**src/hdl/ppe_pkg.sv**
```systemverilog
// ----------------------------------------------------------------------------
// ppe_pkg: shared types and constants for the postfix evaluator
// Stack geometry, character codes and the stack cell operation codes.
// ----------------------------------------------------------------------------
package ppe_pkg;

  localparam int unsigned WORD_W      = 32;
  localparam int unsigned SYMBOL_W    = 8;
  localparam int unsigned STACK_DEPTH = 128;
  localparam int unsigned COUNT_W     = $clog2(STACK_DEPTH + 1);
  localparam int unsigned DIV_CNT_W   = $clog2(WORD_W);

  localparam logic [SYMBOL_W-1:0] CHAR_ZERO  = 8'd48;
  localparam logic [SYMBOL_W-1:0] CHAR_NINE  = 8'd57;
  localparam logic [SYMBOL_W-1:0] CHAR_PLUS  = 8'd43;
  localparam logic [SYMBOL_W-1:0] CHAR_MINUS = 8'd45;
  localparam logic [SYMBOL_W-1:0] CHAR_STAR  = 8'd42;
  localparam logic [SYMBOL_W-1:0] CHAR_SLASH = 8'd47;

  // read value of a pop from an empty stack, and the empty-stack result
  localparam logic [WORD_W-1:0] EMPTY_WORD = '1;

  // what every stack cell does in a cycle
  typedef enum logic [1:0] {
    CELL_HOLD,         // keep
    CELL_PUSH,         // take from the cell above (top takes the new word)
    CELL_POP_REPLACE,  // take from the cell below (top takes the new word)
    CELL_POP2          // take from two cells below
  } cell_op_t;

  function automatic logic is_digit(input logic [SYMBOL_W-1:0] sym);
    return (sym >= CHAR_ZERO) && (sym <= CHAR_NINE);
  endfunction

endpackage

```
**src/hdl/ppe_stack_cell.sv**
```systemverilog
// ----------------------------------------------------------------------------
// ppe_stack_cell: one entry of the shifting value stack
// Takes a nearby or new word, or holds, as the shared operation says.
// ----------------------------------------------------------------------------
module ppe_stack_cell
  import ppe_pkg::*;
(
  input  logic              clk,
  input  cell_op_t          op,
  input  logic [WORD_W-1:0] push_value,
  input  logic [WORD_W-1:0] replace_value,
  input  logic [WORD_W-1:0] pop2_value,
  output logic [WORD_W-1:0] value
);

  always_ff @(posedge clk) begin
    unique case (op)
      CELL_HOLD:        value <= value;
      CELL_PUSH:        value <= push_value;
      CELL_POP_REPLACE: value <= replace_value;
      CELL_POP2:        value <= pop2_value;
    endcase
  end

endmodule

```
**config.mk**
```make
export PLATFORM = sky130hd
export DESIGN_NAME = ppe_stack_cell
export DESIGN_NICKNAME = d
export VERILOG_FILES = /design/src/hdl/ppe_pkg.sv /design/src/hdl/ppe_stack_cell.sv
export SDC_FILE = /design/constraint.sdc
export NUM_CORES = 1
export LEC_CHECK = 0
export BUFFER_PORTS_ARGS = -buffer_cell sky130_fd_sc_hd__buf_2
export CORE_MARGIN = 5
export CORE_UTILIZATION = 41
export CTS_BUF_LIST = sky130_fd_sc_hd__clkbuf_4 sky130_fd_sc_hd__clkbuf_8
export DETAILED_ROUTE_END_ITERATION = 12
export GPL_TIMING_DRIVEN = 0
export PLACE_DENSITY = 0.83
export SETUP_SLACK_MARGIN = 0.05
export SYNTH_ARGS = -nofsm -noshare
export SYNTH_HDL_FRONTEND = slang
export SYNTH_SLANG_ARGS = --single-unit
```
**constraint.sdc**
```tcl
create_clock -name clk -period 1.36 [get_ports clk]
set_input_delay 0.136 -clock clk [delete_from_list [all_inputs] [get_ports clk]]
set_output_delay 0.136 -clock clk [all_outputs]
set_load 0.005 [all_outputs]
```
==> results.ini <==
[route]
drc_errors = 0
vias_per_cell = 4.79
routed-via-count = 1562
dr.pass1.iters = 4
drtIter0Drc = 66
drt-total-wl_um = 4580
wire_per_inst_um = 14.0
postRouteAntennaNets = 0

[clock_tree]
numCtsBuffers = 5
clockBufferDepth = 2
clk_pin_slew_worst_paths_ps = 60
cts_resized = 0
cts-root-buf = clkbuf_8
hold_buffers = 0
cts_tree = built
cts_num_sinks = 32
post-cts-setup-buffers = 0
htreeDepth = 2

[synthesis]
synth_simple_gate_area_share_pct = 7.55
yosysUniqueCellTypes = 10
synth_top_family_by_area = multiplexers
synth_area_leaders = edfxtp_1 57%, mux2i_1 19%, a21oi_1 9.6%
ys_ff_latch = 32
synth_compound_area_share_pct = 9.57
yosysSeqAreaShare_pct = 57.4
synth_xor_area_share_pct = 0
synth_fa_ha_area_share_pct = 0
syn_avg_cell_area_um2 = 11.9
synth_top_area_share_pct = 57.4
netlist_area_um2 = 1670
synthMuxAreaShare_pct = 19.1
syn_nets = 239
yosys_warnings = 0
postSynthCellCount = 140
yosysTopAreaCell = edfxtp_1

[sta]
slew_viol_final = 0
period_minus_slack_ps = 1150
fin_crit_sh_pct = 84.2
setup-tns-final_ps = 0
setup_ws_ps = 215
report.final.hold_viol_count = 0
slew_headroom_pct = 49.3
tightestPinTransition_ps = 761
setup_viol = 0
fmax_mhz = 873
hold_ws_ps = 177
rsz0062_at_grt = no

[cells_and_area]
final_common_cell = buf_2
postLayoutCellArea_um2 = 2460
registers.top_by_ff_count = value
reg_top3 = value x32
drive_above_1_share_pct = 52.2
area_growth_pct = 47.3
regArea_um2 = 961
fin_nets = 374
post-route-util_pct = 62.0
multi_input_area_um2 = 607
fill_cells = 324
antennaDiodeCount = 0
largest_reg_flops = 32
mostFrequentLayoutCells = 131 x buf_2, 32 x mux2i_1, 32 x nor2_1, 32 x a21oi_1, 32 x edfxtp_1

[grt]
grt_pass1_vias = 1613
grt_overflow_total = 0
grt_max_degree = 33
antenna_found_initial = 0
track_usage_pct = 16.9
grt_first_pass_wirelength_um = 6890

[min_path]
hold_path_class = primary input to register

[worst_setup_path]
critPathLaunchType = primary input
crit_path_end_kind = register
worstPathArrival_ps = 1050
path_class = primary input to register
required_ps = 1260
path_max_fanout = 32

[power]
leakage_nw = 1.22
vdd_drop_max_v = 0.000553
power_density_nw_per_um2 = 1010

[floorplan]
die_h_um = 73.9
core_region_area_um2 = 3970
die-area_um2 = 5460
row_count = 23
die_w_um = 73.9
pin_count = 131
initial_core_util_pct = 42.1

[place]
dp_hpwl_um = 3650
globalplace.congestion = 0.747
port_buffers = 128
place_ws_ps = -92.3
placed_area_um2 = 2380

[flow_run]
maxCapViolations = 0

[status]
status = complete, no violations

## worst paths after layout
path	cells past startpoint	slack, ps	from	to
worst min-delay path	3	180	push_value[31]	value[31]
worst max-delay path	3	210	op[0]	value[14]
## synth_stat cells
| master | instances |
|---|---|
| clkbuf_1 | 3 |
| buf_6 | 1 |
| buf_4 | 1 |
| buf_12 | 3 |
| or2_2 | 1 |
| buf_2 | 3 |
| a21oi_1 | 32 |
| nor2_1 | 32 |
| edfxtp_1 | 32 |
| mux2i_1 | 32 |
## report_power, final
group	switching, W	internal (W)
Sequential	0.0000232	0.00122
Clock	0.000336	0.000396
Combinational	0.000229	0.000273
Total	0.000588	0.00189
## stage by stage
stage                     cells  power, W
after global routing        326   0.00260
after global placement      318   0.00176
after detailed placement    318   0.00178
after floorplan             140   0.00149
after CTS                   326   0.00251
final                       326   0.00248
## metal layers
metal | up-vias | routed length, um | GRT usage [%]
met4 | 0 | 35 | 6.24
met2 | 80 | 2290 | 30.2
met5 | - | 0 | 0
li1 | 780 | - | -
met1 | 698 | 1700 | 17.2
met3 | 4 | 552 | 7.66
## critical path: stages
cell    delay, ps
buf_6         130
buf_12        150
or2_2         620
## kinds of logic after synthesis
logic type | after synthesis
compound gates | 32
simple gates | 33
buf+inv | 11
flops | 32
mux | 32
## layout make-up
type                    instances  area share (%)
multi-input cells              97            24.6
well taps                      50            2.54
flip-flops and latches         32            39.0
clock buffers                   7            3.40
clock inverters                 1           0.152
plain buffers                  11            4.27
repair buffers                128            26.0
No activity file was read; power rests on OpenSTA's default activity.
