`src/hdl/ppe_pkg.sv`:
```
// ----------------------------------------------------------------------------
// ppe_pkg: shared types and constants for the postfix evaluator
// Stack geometry, character codes and the stack cell operation codes.
// ----------------------------------------------------------------------------
package ppe_pkg;

  localparam int unsigned WORD_W      = 32;
  localparam int unsigned SYMBOL_W    = 8;
  localparam int unsigned STACK_DEPTH = 128;
  localparam int unsigned COUNT_W     = $clog2(STACK_DEPTH + 1);
  localparam int unsigned DIV_CNT_W   = $clog2(WORD_W);

  localparam logic [SYMBOL_W-1:0] CHAR_ZERO  = 8'd48;
  localparam logic [SYMBOL_W-1:0] CHAR_NINE  = 8'd57;
  localparam logic [SYMBOL_W-1:0] CHAR_PLUS  = 8'd43;
  localparam logic [SYMBOL_W-1:0] CHAR_MINUS = 8'd45;
  localparam logic [SYMBOL_W-1:0] CHAR_STAR  = 8'd42;
  localparam logic [SYMBOL_W-1:0] CHAR_SLASH = 8'd47;

  // read value of a pop from an empty stack, and the empty-stack result
  localparam logic [WORD_W-1:0] EMPTY_WORD = '1;

  // what every stack cell does in a cycle
  typedef enum logic [1:0] {
    CELL_HOLD,         // keep
    CELL_PUSH,         // take from the cell above (top takes the new word)
    CELL_POP_REPLACE,  // take from the cell below (top takes the new word)
    CELL_POP2          // take from two cells below
  } cell_op_t;

  function automatic logic is_digit(input logic [SYMBOL_W-1:0] sym);
    return (sym >= CHAR_ZERO) && (sym <= CHAR_NINE);
  endfunction

endpackage

```
`src/hdl/ppe_divider.sv`:
```
// ----------------------------------------------------------------------------
// ppe_divider: iterative signed divider, truncating toward zero
// Restoring division on magnitudes, one quotient bit a cycle, then sign fix.
// ----------------------------------------------------------------------------
module ppe_divider
  import ppe_pkg::*;
(
  input  logic              clk,
  input  logic              rst,
  input  logic              start,
  input  logic [WORD_W-1:0] dividend,
  input  logic [WORD_W-1:0] divisor,
  output logic              done,
  output logic [WORD_W-1:0] quotient
);

  typedef enum logic [1:0] {DIV_IDLE, DIV_RUN, DIV_FIX} div_state_t;

  div_state_t           state;
  logic [DIV_CNT_W-1:0] step;
  logic                 negate;
  logic [WORD_W-1:0]    rem;
  logic [WORD_W-1:0]    quo;
  logic [WORD_W-1:0]    mag_d;
  logic [WORD_W:0]      rem_shift;
  logic [WORD_W:0]      diff;

  assign rem_shift = {rem, quo[WORD_W-1]};
  assign diff      = rem_shift - {1'b0, mag_d};

  always_ff @(posedge clk) begin
    if (rst) begin
      state <= DIV_IDLE;
      done  <= 1'b0;
    end else begin
      done <= 1'b0;
      unique case (state)
        DIV_IDLE: begin
          if (start) begin
            negate <= dividend[WORD_W-1] ^ divisor[WORD_W-1];
            quo    <= dividend[WORD_W-1] ? (~dividend + 1'b1) : dividend;
            mag_d  <= divisor[WORD_W-1] ? (~divisor + 1'b1) : divisor;
            rem    <= '0;
            step   <= '0;
            state  <= DIV_RUN;
          end
        end
        DIV_RUN: begin
          if (!diff[WORD_W]) begin
            rem <= diff[WORD_W-1:0];
            quo <= {quo[WORD_W-2:0], 1'b1};
          end else begin
            rem <= rem_shift[WORD_W-1:0];
            quo <= {quo[WORD_W-2:0], 1'b0};
          end
          step <= step + 1'b1;
          if (step == '1) state <= DIV_FIX;
        end
        DIV_FIX: begin
          quotient <= negate ? (~quo + 1'b1) : quo;
          done     <= 1'b1;
          state    <= DIV_IDLE;
        end
        default: state <= DIV_IDLE;
      endcase
    end
  end

endmodule
```
`config.mk`:
```
export PLATFORM = sky130hd
export DESIGN_NAME = ppe_divider
export DESIGN_NICKNAME = d
export VERILOG_FILES = /design/src/hdl/ppe_pkg.sv /design/src/hdl/ppe_divider.sv
export SDC_FILE = /design/constraint.sdc
export NUM_CORES = 1
export LEC_CHECK = 0
export BUFFER_PORTS_ARGS = -buffer_cell sky130_fd_sc_hd__buf_2
export CAP_MARGIN = 20
export CORE_ASPECT_RATIO = 1.4
export CORE_UTILIZATION = 60
export DETAILED_ROUTE_END_ITERATION = 7
export PLACE_DENSITY = 0.82
export SLEW_MARGIN = 20
export SYNTH_ARGS = -nofsm -noshare
export SYNTH_HDL_FRONTEND = slang
export SYNTH_SLANG_ARGS = --single-unit
```
`constraint.sdc`:
```
create_clock -name clk -period 7.2 [get_ports clk]
set_clock_uncertainty 0.15 [all_clocks]
set_input_delay 0.72 -clock clk [delete_from_list [all_inputs] [get_ports clk]]
set_output_delay 0.72 -clock clk [all_outputs]
set_load 0.1 [all_outputs]
```
==> impl_metrics.ini <==
[yosys]
synth_seq_cells = 137
yosysTopAreaCell = edfxtp_1
async_flop_share_pct = 0
synth.yosys.seq_area_share_pct = 47.22
mappedNetlistArea_um2 = 8648
yosysTopAreaCellShare_pct = 46.53
ys_types = 52
synth_area_leaders = edfxtp_1, xnor2_1, ha_1, xor2_1, o21ai_0
yosys_warnings = 0
synth_edf_count = 134
syn_inst = 840
syn_area_per_cell_um2 = 10.30
syn_nets = 945
synthFlopType = edfxtp_1

[setup_path]
path_max_fanout = 20
reg2reg_slack_ns = 3.03
startpoint_type = flop
critical_path.top_delay_family = compound AO/OA/AOI/OAI gates
critPathBufInv = 2
worstSetupPathType = flop to flop
cp_slowest_cell = o311ai_4
end_kind = flop
crit_top_cell = a31oi_1
required_ns = 7.20
path_cells = inv_1, ha_1, fa_1, nand2b_1, a21o_1, a31oi_1, nand4b_1, a31oi_1, o21a_1, o311ai_4, buf_4, mux2i_1, nor2_1
worst_ep_arrival_time_ns = 4.17
worst_path_largest_cell_delay_ns = 0.79

[sta]
hold_viol = 0
final-setup-viol-count = 0
rsz0062_at_grt = no
tightest_slew_ns = 1.145
tns_ns = 0
setup_slack_ns = 3.030
min_period_over_period_pct = 57.91
maxSlewViolCount = 0
min_period_ns = 4.170
maxSlewHeadroom_pct = 22.68
fmax_mhz = 239.8

[cts]
cts-htree-levels = 4
insertion_delay_ns = 0.42
cts_sinks = 137
cts_buffer_depth = 2
cts-root-buf = clkbuf_16
ctsResizeCount = 0
cts_setup_buffers = 0
path_clk_slew_ns = 0.07
numCtsBuffers = 17
cts_hold_buf = 0
cts_tree = done

[floorplanning]
io_pins = 100
core_um2 = 13970
num_rows = 51
die_w_um = 103.5
start_util_pct = 61.89
fp.dieH_um = 144.1
die-area_um2 = 14900

[global_route]
grt_pass1_wl_um = 30000
antenna_found_initial = 0
grt_overflow = 0
grt_pass1_vias = 6506
grt.total_usage_pct = 26.51
grt_max_degree = 65

[power]
p_leak_nw = 3.877
p_int_mw = 1.647
peakVddDrop_mv = 0.1445
p_per_area_nw_per_um2 = 231.1
p_comb_share_pct = 19.1
swShare_pct = 28.35
power_frac_seq_pct = 42.6
switching_power_mw = 0.6516
pwr-share-clk_pct = 38.3

[routing]
drc_errors = 0
drtIter0Drc = 334
vias_per_cell = 5.819
postRouteAntennaNets = 0
drt-total-wl_um = 18320
vias = 6605
wl_per_cell_um = 16.14
dr.pass1.iters = 5

[hold_path]
hold_class = flop to flop

[cells_and_area]
syn2layout_area_growth_pct = 14.99
num_antenna_cells = 0
drive_gt1_share_pct = 16.11
nets = 1042
fillers = 1022

[place]
portBuffers = 99
finalWeightedCongestion = 0.9560
dp.final_hpwl_um = 13190
place_ws_ns = 2.964

[run_status]
status = completed

[job]
max-cap-violations = 0
[routing by layer]
layer	GRT usage (%)	wire length [um]	share of wire, %	vias up
li1	-	-	-	3285
met1	28.76	7109	39	3054
met2	47.44	9442	52	211
met3	5.558	925	5.0	55
met4	14.31	843	4.6	0
met5	0	0	0	-
[cell type report]
class                   instances  area, um^2  share of cell area (%)
flip-flops and latches        137        4084                   41.07
clock buffers                  17       425.4                   4.278
inverters                      42       157.7                   1.585
repair buffers                106       548.0                   5.511
clock inverters                15       165.2                   1.661
multi-input cells             633        4333                   43.57
well taps                     185       231.5                   2.328
[path summary, 6_finish.rpt]
| check | start | end | cells after the start |
|---|---|---|---|
| setup reg to reg | quo[31]$_DFFE_PP_ | rem[11]$_SDFFCE_PN0P_ | 13 |
| hold reg to reg | quo[0]$_DFFE_PP_ | quotient[0]$_DFFE_PP_ | 0 |
| hold / removal | quo[0]$_DFFE_PP_ | quotient[0]$_DFFE_PP_ | 0 |
| setup / recovery | quo[31]$_DFFE_PP_ | rem[11]$_SDFFCE_PN0P_ | 13 |
[kinds of logic after synthesis]
kind of cell / Yosys count / share of synthesized area [%]
AND/OR/NAND/NOR: 252 / 14.27
AO/OA/AOI/OAI: 194 / 14.32
flip-flops: 137 / 47.22
XOR/XNOR: 120 / 12.15
buffers and inverters: 70 / 3.067
adder cells (fa/ha/maj): 38 / 5.584
multiplexers: 29 / 3.385
[Yosys cell counts, drive strengths merged, types with 15 or more instances]
cell type and count:
o31ai 21, or3 15, edfxtp 134, xor2 45, o41ai 15, xnor2 75, mux2i 27, a21oi 21
ha 37, nor2 57, clkbuf 25, inv 42, or4 16, o21ai 78, nand2 93
[power groups by stage]
| stage | clock network [mW] | registers, mW | logic, mW |
|---|---|---|---|
| 4_1_cts | 0.888 | 0.978 | 0.440 |
| 6_report | 0.881 | 0.978 | 0.439 |
| 5_1_grt | 0.923 | 0.983 | 0.486 |
| 3_5_place_dp | 0 | 0.993 | 0.434 |
| 2_1_floorplan | 0 | 0.986 | 0.324 |
| 3_3_place_gp | 0 | 0.992 | 0.424 |
[through the flow]
step	hold WS (ns)	cell area, um^2	power (mW)	utilization, %	std cells
2_1_floorplan	0.3244	8648	1.311	-	840
3_3_place_gp	0.3628	9354	1.416	66.94	1103
3_5_place_dp	0.3607	9354	1.427	66.94	1103
4_1_cts	0.3750	9945	2.305	71.16	1135
5_1_grt	0.3900	9945	2.393	71.16	1135
6_report	0.3701	9945	2.298	71.16	1135
[placed cells by master (no fill, tap or decap), types with 8 or more instances in the layout]
cell type / n
a211oi_1: 8
nor3_1: 9
mux2i_1: 27
a21o_1: 12
buf_2: 99
nor2_1: 57
clkbuf_16: 17
xnor2_1: 75
or4_1: 13
o21ai_0: 77
nand2_1: 93
xor2_1: 45
a21oi_1: 21
o41ai_1: 15
inv_1: 42
o31ai_1: 21
ha_1: 37
edfxtp_1: 134
nand2b_1: 12
and2_1: 8
or3_1: 14
[state kept, by name, summed over array words and instances, names as in the netlist]
signal and cells:
state 2, step 5, done 1, negate 1, quotient 32, rem 32, mag_d 32, quo 32
(Power assumes the default switching activity.)
